`src/hdl/mbp_pkg.sv`:
```
// mbp_pkg: shared constants, register map and the result-group record for
// the MSB bit packer. No dependencies.
package mbp_pkg;

    localparam int WORD_BITS_DEF = 16;  // default input word width
    localparam int OUT_W         = 16;  // packed_value width
    localparam int BYTE_W        = 8;   // byte-mode lane width
    localparam int DROP_W        = 5;   // dropped_bits register width
    localparam int ADDR_W        = 3;   // APB byte address width
    localparam int DATA_W        = 32;  // APB data width

    // register index, taken from paddr[2]
    localparam logic REG_DROPPED = 1'b0;
    localparam logic REG_BYTE    = 1'b1;

    // up to two packed words produced by one input word
    typedef struct packed {
        logic [OUT_W-1:0] word0;
        logic [OUT_W-1:0] word1;
        logic [1:0]       nwords;     // 1 or 2 when the group is valid
        logic             last;       // final result of the group carries tlast
        logic             byte_mode;  // split each word into low and high byte
    } mbp_group_t;

endpackage

```
`src/hdl/mbp_pack.sv`:
```
// mbp_pack: input register, bit accumulator and the shift/merge logic that
// turns one input word into a group of finished words. Uses mbp_pkg.
module mbp_pack #(
    parameter int WORD_BITS = 16
) (
    input  logic                       clk,
    input  logic                       rst_n,
    input  logic                       in_valid,
    output logic                       in_ready,
    input  logic [WORD_BITS-1:0]       pixel_word,
    input  logic                       last_pixel,
    input  logic [mbp_pkg::DROP_W-1:0] dropped_bits,
    input  logic                       byte_output,
    output mbp_pkg::mbp_group_t        grp,
    output logic                       grp_valid,
    input  logic                       grp_ready
);
    import mbp_pkg::*;

    localparam int AW = 2 * WORD_BITS - 1;        // accumulator width
    localparam int FW = $clog2(WORD_BITS);        // fill count, always < WORD_BITS
    localparam int KW = $clog2(WORD_BITS + 1);    // kept bit count, up to WORD_BITS
    localparam int SW = $clog2(2 * WORD_BITS);    // fill + kept
    localparam logic [5:0]    W6 = 6'(WORD_BITS);
    localparam logic [SW-1:0] WS = SW'(WORD_BITS);

    logic                 in_valid_reg;
    logic [WORD_BITS-1:0] pix_reg;
    logic                 last_reg;
    logic [AW-1:0]        acc_reg, acc_next;
    logic [FW-1:0]        fill_reg, fill_next;

    logic [5:0]           drop_ext, drop_clip, kept6;
    logic [KW-1:0]        kept;
    logic [WORD_BITS-1:0] rev, keep_mask;
    logic [AW-1:0]        merged, rem;
    logic [SW-1:0]        total, rem_cnt;
    logic                 full, tail;
    logic [31:0]          head_z, tail_z;
    logic                 advance;

    // kept bits, MSB first, land at increasing stream positions
    always_comb
    begin
        for (int i = 0; i < WORD_BITS; i++)
        begin
            rev[i] = pix_reg[WORD_BITS-1-i];
        end
    end

    always_comb
    begin
        drop_ext  = {1'b0, dropped_bits};
        drop_clip = (drop_ext > W6) ? W6 : drop_ext;
        kept6     = W6 - drop_clip;
        kept      = KW'(kept6);
        keep_mask = ~({WORD_BITS{1'b1}} << kept);
        merged    = acc_reg | (AW'(rev & keep_mask) << fill_reg);
        total     = SW'(fill_reg) + SW'(kept);
        full      = (total >= WS);
        rem       = full ? (merged >> WORD_BITS) : merged;
        rem_cnt   = full ? (total - WS) : total;
        tail      = last_reg && (rem_cnt != '0);
        head_z    = 32'(merged[WORD_BITS-1:0]);
        tail_z    = 32'(rem[WORD_BITS-1:0]);

        grp.word0     = full ? head_z[OUT_W-1:0] : tail_z[OUT_W-1:0];
        grp.word1     = tail_z[OUT_W-1:0];
        grp.nwords    = {1'b0, full} + {1'b0, tail};
        grp.last      = last_reg;
        grp.byte_mode = byte_output;
        grp_valid     = in_valid_reg && (full || tail);

        if (last_reg)
        begin
            acc_next  = '0;
            fill_next = '0;
        end
        else
        begin
            acc_next  = rem;
            fill_next = FW'(rem_cnt);
        end
    end

    // an item with no finished word never waits on the output side
    assign advance  = in_valid_reg && (grp_ready || !(full || tail));
    assign in_ready = !in_valid_reg || advance;

    always_ff @(posedge clk or negedge rst_n)
    begin
        if (!rst_n)
        begin
            in_valid_reg <= 1'b0;
            acc_reg      <= '0;
            fill_reg     <= '0;
        end
        else
        begin
            if (advance)
            begin
                acc_reg  <= acc_next;
                fill_reg <= fill_next;
            end
            if (in_ready)
            begin
                in_valid_reg <= in_valid;
            end
        end
    end

    always_ff @(posedge clk)
    begin
        if (in_ready && in_valid)
        begin
            pix_reg  <= pixel_word;
            last_reg <= last_pixel;
        end
    end

endmodule

```
`src/hdl/mbp_emit.sv`:
```
// mbp_emit: result register holding one word group and the sequencer that
// sends it out as words or bytes, one result per cycle unless stalled. Uses mbp_pkg.
module mbp_emit (
    input  logic                      clk,
    input  logic                      rst_n,
    input  mbp_pkg::mbp_group_t       grp,
    input  logic                      grp_valid,
    output logic                      grp_ready,
    output logic                      m_axis_tvalid,
    input  logic                      m_axis_tready,
    output logic [mbp_pkg::OUT_W-1:0] m_axis_tdata,
    output logic                      m_axis_tlast
);
    import mbp_pkg::*;

    mbp_group_t       grp_reg;
    logic             valid_reg;
    logic [1:0]       idx_reg;
    logic [2:0]       n_res;
    logic             final_res;
    logic [OUT_W-1:0] word_sel;
    logic             hi_half;

    always_comb
    begin
        n_res     = grp_reg.byte_mode ? {grp_reg.nwords, 1'b0} : {1'b0, grp_reg.nwords};
        final_res = ({1'b0, idx_reg} == (n_res - 3'd1));
        if (grp_reg.byte_mode)
        begin
            word_sel = idx_reg[1] ? grp_reg.word1 : grp_reg.word0;
            hi_half  = idx_reg[0];
        end
        else
        begin
            word_sel = idx_reg[0] ? grp_reg.word1 : grp_reg.word0;
            hi_half  = 1'b0;
        end
        if (grp_reg.byte_mode)
        begin
            m_axis_tdata = hi_half ? {{(OUT_W-BYTE_W){1'b0}}, word_sel[OUT_W-1:BYTE_W]}
                                   : {{(OUT_W-BYTE_W){1'b0}}, word_sel[BYTE_W-1:0]};
        end
        else
        begin
            m_axis_tdata = word_sel;
        end
    end

    assign m_axis_tvalid = valid_reg;
    assign m_axis_tlast  = grp_reg.last && final_res;
    assign grp_ready     = !valid_reg || (m_axis_tready && final_res);

    always_ff @(posedge clk or negedge rst_n)
    begin
        if (!rst_n)
        begin
            valid_reg <= 1'b0;
            idx_reg   <= '0;
        end
        else if (grp_ready)
        begin
            valid_reg <= grp_valid;
            idx_reg   <= '0;
        end
        else if (m_axis_tready)
        begin
            idx_reg <= idx_reg + 2'd1;
        end
    end

    always_ff @(posedge clk)
    begin
        if (grp_ready && grp_valid)
        begin
            grp_reg <= grp;
        end
    end

endmodule

```
`src/hdl/msb_bit_packer_top.sv`:
```
// msb_bit_packer_top: APB register block and the pack/emit pipeline of the
// MSB bit packer. Depends on mbp_pkg, mbp_pack and mbp_emit.
//
// Each input word loses its dropped_bits low bits (values above WORD_BITS
// drop the whole word); the remaining bits join a bit stream MSB first, and
// stream bit n becomes bit n mod WORD_BITS of output word n / WORD_BITS. A
// word goes out as soon as it is full; a request with tlast set flushes the
// partial word zero-padded and restarts the stream, and the final result it
// causes carries tlast (a flush with nothing pending gives no result). In
// byte mode each word leaves as low byte then high byte in tdata[7:0].
// Timing: a request is registered on acceptance and packed combinationally;
// the result register takes the group once it is free and offers its first
// result right away. The input side takes one request per cycle as long as
// each request gives at most one result and the output is ready; the output
// port moves one result per cycle while tready is high, so a request that
// yields more than one result (up to two words, four in byte mode) holds the
// output until its last result leaves and the input side waits behind it.
// tready on the input follows tready on the output combinationally. Registers:
// 0x0 dropped_bits[4:0], 0x4 byte_output[0]; write them only while idle.
module msb_bit_packer_top #(
    parameter int WORD_BITS = mbp_pkg::WORD_BITS_DEF,
    parameter int IN_TDATA_W = ((WORD_BITS + 7) / 8) * 8
) (
    input  logic                       clk,
    input  logic                       rst_n,
    // APB configuration port
    input  logic                       psel,
    input  logic                       penable,
    input  logic                       pwrite,
    input  logic [mbp_pkg::ADDR_W-1:0] paddr,
    input  logic [mbp_pkg::DATA_W-1:0] pwdata,
    output logic [mbp_pkg::DATA_W-1:0] prdata,
    output logic                       pready,
    // input stream
    input  logic                       s_axis_tvalid,
    output logic                       s_axis_tready,
    input  logic [IN_TDATA_W-1:0]      s_axis_tdata,   // [WORD_BITS-1:0] pixel_word
    input  logic                       s_axis_tlast,   // last_pixel
    // output stream
    output logic                       m_axis_tvalid,
    input  logic                       m_axis_tready,
    output logic [mbp_pkg::OUT_W-1:0]  m_axis_tdata,   // [15:0] packed_value
    output logic                       m_axis_tlast    // last_out
);
    import mbp_pkg::*;

    logic [DROP_W-1:0] dropped_bits_reg;
    logic              byte_output_reg;
    logic              wr_en;
    logic              reg_sel;
    mbp_group_t        grp;
    logic              grp_valid;
    logic              grp_ready;

    // registers on word addresses; paddr[2] picks the register
    assign pready  = 1'b1;
    assign reg_sel = paddr[2];
    assign wr_en   = psel && penable && pwrite && pready;

    always_ff @(posedge clk or negedge rst_n)
    begin
        if (!rst_n)
        begin
            dropped_bits_reg <= '0;
            byte_output_reg  <= 1'b0;
        end
        else if (wr_en)
        begin
            unique case (reg_sel)
                REG_DROPPED: dropped_bits_reg <= pwdata[DROP_W-1:0];
                REG_BYTE:    byte_output_reg  <= pwdata[0];
                default:     dropped_bits_reg <= dropped_bits_reg;
            endcase
        end
    end

    // readback; misaligned addresses read zero
    always_comb
    begin
        prdata = '0;
        if (paddr[1:0] == 2'b00)
        begin
            unique case (reg_sel)
                REG_DROPPED: prdata = DATA_W'(dropped_bits_reg);
                REG_BYTE:    prdata = DATA_W'(byte_output_reg);
                default:     prdata = '0;
            endcase
        end
    end

    mbp_pack #(
        .WORD_BITS (WORD_BITS)
    ) u_pack (
        .clk          (clk),
        .rst_n        (rst_n),
        .in_valid     (s_axis_tvalid),
        .in_ready     (s_axis_tready),
        .pixel_word   (s_axis_tdata[WORD_BITS-1:0]),
        .last_pixel   (s_axis_tlast),
        .dropped_bits (dropped_bits_reg),
        .byte_output  (byte_output_reg),
        .grp          (grp),
        .grp_valid    (grp_valid),
        .grp_ready    (grp_ready)
    );

    mbp_emit u_emit (
        .clk           (clk),
        .rst_n         (rst_n),
        .grp           (grp),
        .grp_valid     (grp_valid),
        .grp_ready     (grp_ready),
        .m_axis_tvalid (m_axis_tvalid),
        .m_axis_tready (m_axis_tready),
        .m_axis_tdata  (m_axis_tdata),
        .m_axis_tlast  (m_axis_tlast)
    );

endmodule

```
`config.mk`:
```
export PLATFORM = sky130hd
export DESIGN_NAME = msb_bit_packer_top
export DESIGN_NICKNAME = d
export VERILOG_FILES = /design/src/hdl/mbp_pkg.sv /design/src/hdl/mbp_pack.sv /design/src/hdl/mbp_emit.sv /design/src/hdl/msb_bit_packer_top.sv
export SDC_FILE = /design/constraint.sdc
export NUM_CORES = 1
export LEC_CHECK = 0
export BUFFER_PORTS_ARGS = -buffer_cell sky130_fd_sc_hd__clkbuf_2
export CAP_MARGIN = 20
export CELL_PAD_IN_SITES_DETAIL_PLACEMENT = 0
export CELL_PAD_IN_SITES_GLOBAL_PLACEMENT = 1
export CORE_ASPECT_RATIO = 2
export CORE_MARGIN = 1
export CORE_UTILIZATION = 40
export CTS_CLUSTER_DIAMETER = 30
export CTS_CLUSTER_SIZE = 25
export DETAILED_ROUTE_END_ITERATION = 10
export PLACE_DENSITY = 0.78
export SLEW_MARGIN = 0
export SYNTH_ARGS = -nofsm -noshare
export SYNTH_HDL_FRONTEND = slang
export SYNTH_HIERARCHICAL = 1
export SYNTH_SLANG_ARGS = --single-unit
```
`constraint.sdc`:
```
create_clock -name clk -period 6.6 [get_ports clk]
set_input_delay 0.33 -clock clk [delete_from_list [all_inputs] [get_ports clk]]
set_output_delay 0.33 -clock clk [all_outputs]
set_load 0.03 [all_outputs]
```
==> qor.yml, run 1 <==
setup_path:
  critPathKind: "flip-flop to output port"
  critical-path-max-stage-delay_ns: 0.72
  cp.arrival_ns: 4.75
  worst_ep_required_time_ns: 6.27
  crit_chain: "nand2b_1, ha_1, inv_1, xnor2_1, ha_1, nor2b_1, o21ai_0, nand2b_1, xnor2_2, buf_4, inv_2, ha_1, nor2b_1, nor2b_1, inv_1, clkbuf_2"
  cp_slowest_cell: "ha_1"
  path_delay_family: "adder cells"
  cp-start-kind: "flip-flop"
  cp-end-kind: "output port"
  cp_max_fo: 28
  critPathBufInv: 5
route:
  dr.pass1.iters: 5
  wl_per_cell_um: 20.6
  drt_wl_total_mm: 19.7
  num_vias: 5884
  final_antenna_net_count: 0
  avgViaCountPerCell: 6.17
  dr.first_iter.drc_count: 370
  drc: 0
timing:
  drv_slew: 0
  tightestPinTransition_ns: 1.24
  relSlewSlack_pct: 17.2
  max_freq_mhz: 197
  finalHoldViolCount: 0
  timing.final.crit_share_pct: 76.9
  tns_ns: 0
  finalCriticalPeriod_ns: 5.08
  rsz0062_at_grt: "no"
  setup_viol: 0
  fin_skew_ns: 0.00645
die:
  floorplan.rows: 67
  start_util_pct: 40.7
  ios: 111
  die_height_um: 186
  dieArea_um2: 17500
  die-width_um: 94.1
  core_um2: 16700
run:
  drv_cap: 0
power:
  p_total_w: 0.00379
  ir_drop_uv: 158
  p_per_area_nw_per_um2: 514
  p_leak_nw: 2.93
synth:
  synth_flop_cell: "edfxtp_1"
  synth-seq-cells: 98
  syn_area_um2: 6780
  yosys.area.top_type_share_pct: 23.5
  yosys_warnings: 6
  synth_edf_count: 53
  yosysTopAreaCell: "edfxtp_1"
  synth_top_family_by_area: "compound AO/OA/AOI/OAI gates"
  synthAdderAreaFrac_pct: 1.77
  yosys-top-cells-area: "edfxtp_1 23%, dfrtp_1 17%, buf_4 3.4%, a21oi_1 3.1%, nor2_1 2.9%"
  synth_compound_gate_area_share_pct: 25.5
  avgSynthCellArea_um2: 9.47
  synth_xor_area_share_pct: 0.885
  synth-simple-area-share_pct: 17.5
  yosysSeqAreaShare_pct: 40.1
  synth-async-reset-ratio_pct: 45.9
  synth_cell_type_count: 94
  netlist_instances: 716
  synth_mux_area_share_pct: 6.25
grt:
  grt_pass1_wl_mm: 31.1
  grt_overflow: 0
  grt_max_degree: 46
  grt_usage_pct: 23.5
  grt_pass1_vias: 5847
  antenna_found_initial: 0
clocking:
  cts_buffer_depth: 2
  holdBufCountCts: 0
  cts_buffers: 9
  cts_resized: 0
  clock-sinks: 98
  root_buffer: "clkbuf_16"
  insertion_delay_ns: 0.35
  cts_setup_buffers: 0
  clkTransAtPathRegs_ns: 0.07
  cts_htree_levels: 3
  cts_tree: "built"
layout:
  final_core_util_pct: 44.2
  layout-drive-gt1-share_pct: 16.9
  antennaDiodeCount: 0
  largest_register_ffs: 36
  layout_common_cells: "55 x clkbuf_2, 53 x nor2_1, 53 x edfxtp_1"
  nets: 810
  final_common_cell: "clkbuf_2"
  area_delta_synth_final_pct: 8.67
placement:
  place_congestion: 0.981
  hpwl_mm: 15.4
  portBuffers: 55
worst_hold_path:
  min_path_type: "input pin to asynchronous set/reset pin"
status:
  status: "finished, final reports clean"
==> per-stage QoR <==
| step | std cells | setup WS, ns | hold WS, ns | cell area (um2) |
|---|---|---|---|---|
| final | 954 | 1.52 | 0.0724 | 7370 |
| after global routing | 954 | 1.05 | 0.131 | 7370 |
| after CTS | 954 | 1.52 | 0.110 | 7370 |
| after detailed placement | 938 | 1.56 | 0.475 | 7080 |
| after global placement | 938 | 1.64 | 0.469 | 7080 |
| after floorplan | 742 | 0.217 | 0.0344 | 6880 |
==> cell type report <==
class | count | area, um2
Clock buffer | 10 | 229
Clock inverter | 6 | 65.1
Fill cell | 1617 | 9310
Inverter | 20 | 75.1
Multi-Input combinational cell | 545 | 3650
Sequential cell | 98 | 2720
Tap cell | 207 | 259
Timing Repair Buffer | 68 | 373
==> logic make-up after synthesis <==
| group | after synthesis |
|---|---|
| other | 2 |
| adders and majority gates | 9 |
| AOI/OAI and AO/OA | 241 |
| buffers and inverters | 99 |
| and+or+nand+nor | 224 |
| xor gates and xnor gates | 6 |
| muxes | 37 |
| DFF | 98 |
==> final timing paths <==
check	startpoint	to	slack (ns)	depth (start not counted)
worst max-delay path	dropped_bits_reg[0]$_DFFE_PN0P_	s_axis_tready	1.52	16
worst min register to register	u_pack/acc_reg[20]$_DFFE_PN0P_	u_pack/acc_reg[20]$_DFFE_PN0P_	0.49	2
worst min-delay path	rst_n	u_emit/m_axis_tvalid$_DFFE_PN0P_	0.07	2
worst max register to register	dropped_bits_reg[0]$_DFFE_PN0P_	u_emit/grp_reg[14]$_DFFE_PP_	1.59	16
max in group asynchronous	rst_n	u_pack/acc_reg[2]$_DFFE_PN0P_	6.07	2
min in group clk	s_axis_tdata[10]	u_pack/pix_reg[10]$_DFFE_PP_	0.15	1
==> synthesized netlist by cell type (all sizes together) (12+ instances only) <==
| cell type | number |
|---|---|
| o32ai | 12 |
| buf | 51 |
| mux2 | 23 |
| mux2i | 13 |
| a21oi | 43 |
| and2 | 12 |
| inv | 20 |
| nand2b | 15 |
| a32o | 13 |
| o21ai | 42 |
| edfxtp | 53 |
| nor3 | 20 |
| nor2 | 53 |
| dfrtp | 45 |
| nand3 | 15 |
| clkbuf | 28 |
| o22ai | 16 |
| a211oi | 14 |
| nand2 | 49 |
==> power by group <==
group / internal [W] / leakage, nW / total [W] / switching, W
Clock: 0.000295 / 0.143 / 0.000527 / 0.000232
Combinational: 0.000751 / 1.70 / 0.00217 / 0.00142
Sequential: 0.000917 / 1.08 / 0.00109 / 0.000169
Total: 0.00196 / 2.93 / 0.00379 / 0.00182
==> metal layers <==
metal | vias to the layer above | track usage (%) | part of all wire (%)
li1 | 2728 | - | -
met1 | 2842 | 22.7 | 34
met2 | 228 | 43.3 | 54
met3 | 86 | 2.97 | 3.6
met4 | 0 | 19.8 | 8.5
met5 | - | 0 | 0
Power figures use the tool's default switching activity.
==> run 2: changes to the inputs <==
- clock period: 6.6 -> 4.15 ns (I/O delays scaled with it)
==> qor.yml, run 2 (synthesis gave the netlist of run 1 again) <==
clocking:
  cts_setup_buffers: 0  # unchanged
  clock-sinks: 98  # unchanged
  root_buffer: "clkbuf_16"
  clkTransAtPathRegs_ns: 0.07  # about the same
  cts_tree: "built"
  insertion_delay_ns: 0.35  # about the same
  cts_htree_levels: 3  # unchanged
  cts_buffer_depth: 2  # unchanged
  cts_buffers: 9  # unchanged
grt:
  grt_max_degree: 46  # unchanged
  antenna_found_initial: 0  # unchanged
  grt_overflow: 0  # unchanged
  grt_pass1_wl_mm: 31.6  # +1.8%
  grt_pass1_vias: 5810  # -0.63%
  grt_usage_pct: 24.4  # +0.89 points
setup_path:
  worst_ep_required_time_ns: 4.24  # -2.03 ns
  r2r_cells: 10  # -6
  cp_max_fo: 23  # -18%
  endpoint: "u_emit/grp_reg[8]$_DFFE_PP_"
  cp-start-kind: "flip-flop"
  r2r-start: "dropped_bits_reg[0]$_DFFE_PN0P_"
  cp.arrival_ns: 3.92  # -0.83 ns
  worstReg2RegEnd: "u_emit/grp_reg[8]$_DFFE_PP_"
  worstSetupStartpoint: "dropped_bits_reg[0]$_DFFE_PN0P_"
  r2r_slack_ns: 0.32  # -1.27 ns
  cp-end-kind: "flip-flop"
  critPathKind: "flip-flop to flip-flop"
placement:
  place_congestion: 0.955  # -2.6%
  hpwl_mm: 16.4  # +6.7%
  portBuffers: 55  # unchanged
  place_inst: 952  # +1.5%
timing:
  setup_viol: 0  # unchanged
  tightestPinTransition_ns: 0.890  # -0.350 ns
  max_freq_mhz: 261
  drv_slew: 0  # unchanged
  timing.final.crit_share_pct: 92.3
  finalCriticalPeriod_ns: 3.83
  tns_ns: 0  # unchanged
  fin_skew_ns: 0.00916  # +0.00271 ns
  finalHoldViolCount: 0  # unchanged
  relSlewSlack_pct: 40.5  # +23 points
  rsz0062_at_grt: "no"
power:
  ir_drop_uv: 292  # +85%
  p_per_area_nw_per_um2: 833  # +62%
  p_total_w: 0.00631  # +67%
  p_leak_nw: 3.03  # +3.6%
run:
  drv_cap: 0  # unchanged
route:
  wl_per_cell_um: 21.4  # +3.9%
  drt_wl_total_mm: 20.8  # +5.7%
  final_antenna_net_count: 0  # unchanged
  avgViaCountPerCell: 6.16  # about the same
  dr.first_iter.drc_count: 428  # +16%
  num_vias: 5977  # +1.6%
  dr.pass1.iters: 6  # +1
  drc: 0  # unchanged
layout:
  nets: 826  # +2.0%
  final_core_util_pct: 45.4  # +1.2 points
  antennaDiodeCount: 0  # unchanged
  fin_cells: 970  # +1.7%
  largest_register_ffs: 36  # unchanged
  layout_common_cells: "55 x clkbuf_2, 53 x nor2_1, 53 x edfxtp_1"
  area_delta_synth_final_pct: 11.7
  layout-drive-gt1-share_pct: 19.4  # +2.5 points
  final_common_cell: "clkbuf_2"
die:
  die_height_um: 186  # unchanged
  floorplan.rows: 67  # unchanged
  core_um2: 16700  # unchanged
  ios: 111  # unchanged
  die-width_um: 94.1  # unchanged
  dieArea_um2: 17500  # unchanged
  start_util_pct: 40.7  # unchanged
worst_hold_path:
  min_path_type: "input pin to flip-flop"
status:
  status: "finished, final reports clean"
-- run 2: changes by cell type in the layout (fill, tap and decap cells not counted), sizes merged --
cell,before,now
bufinv,1,2
dlygate4sd3,0,1
clkbuf,65,66
buf,13,28
clkinv,2,0
-- run 2: cell type report --
cell class	count	area, um2
Multi-Input combinational cell	545	3700
Fill cell	1618	9100
Tap cell	207	259
Clock inverter	5	87.6
Timing Repair Buffer	84	495
Sequential cell	98	2720
Inverter	20	80.1
Clock buffer	11	233
-- run 2: metrics by stage --
step | setup WS, ns | hold WS (ns) | cell area [um2]
3_3_place_gp | 0.455 | 0.356 | 7240
3_5_place_dp | 0.395 | 0.355 | 7240
5_1_grt | 0.161 | 0.0174 | 7580
4_1_cts | 0.355 | 0.0138 | 7570
2_1_floorplan | -0.0117 | -0.0881 | 6980
6_report | 0.320 | 0.0220 | 7580
-- run 2: repair_timing --
item | in CTS | in global routing
hold endpoints to repair | 33 | 0
hold buffers | 1 | 0
gates resized for setup | 0 | 0
-- run 2: routing by layer --
metal	up-vias	share of wire (%)	global-route usage (%)
li1	2777	-	-
met1	2878	32	22.3
met2	237	55	46.6
met4	0	8.5	19.6
met5	-	0	0
met3	85	3.8	3.29
-- run 2: power breakdown --
part | internal, W | switching (W) | leakage [nW] | total (W)
clock | 0.000535 | 0.000373 | 0.152 | 0.000909
sequential | 0.00146 | 0.000191 | 1.08 | 0.00165
combinational | 0.00131 | 0.00244 | 1.80 | 0.00375
total | 0.00330 | 0.00301 | 3.03 | 0.00631
-- run 2: worst min path at each step --
stage | from | endpoint | slack [ns] | cells after the start
floorplan | rst_n | byte_output_reg$_DFFE_PN0P_ | -0.09 | 0
global placement | rst_n | u_emit/m_axis_tvalid$_DFFE_PN0P_ | 0.36 | 2
detailed placement | rst_n | u_pack/in_valid_reg$_DFFE_PN0P_ | 0.35 | 2
CTS | s_axis_tdata[9] | u_pack/pix_reg[9]$_DFFE_PP_ | 0.01 | 1
global route | s_axis_tlast | u_pack/last_reg$_DFFE_PP_ | 0.02 | 1
finish | s_axis_tdata[9] | u_pack/pix_reg[9]$_DFFE_PP_ | 0.02 | 1
-- run 2: critical path, stage by stage, from the launching register on --
cell and delay, ns:
dfrtp_1 0.63, nand2b_4 0.11, ha_4 0.19, buf_4 0.21, or3b_1 0.44, a21oi_1 0.47, o31ai_1 0.28, o22ai_1 0.44
o22ai_1 0.19, a221oi_1 0.47, a21oi_1 0.13
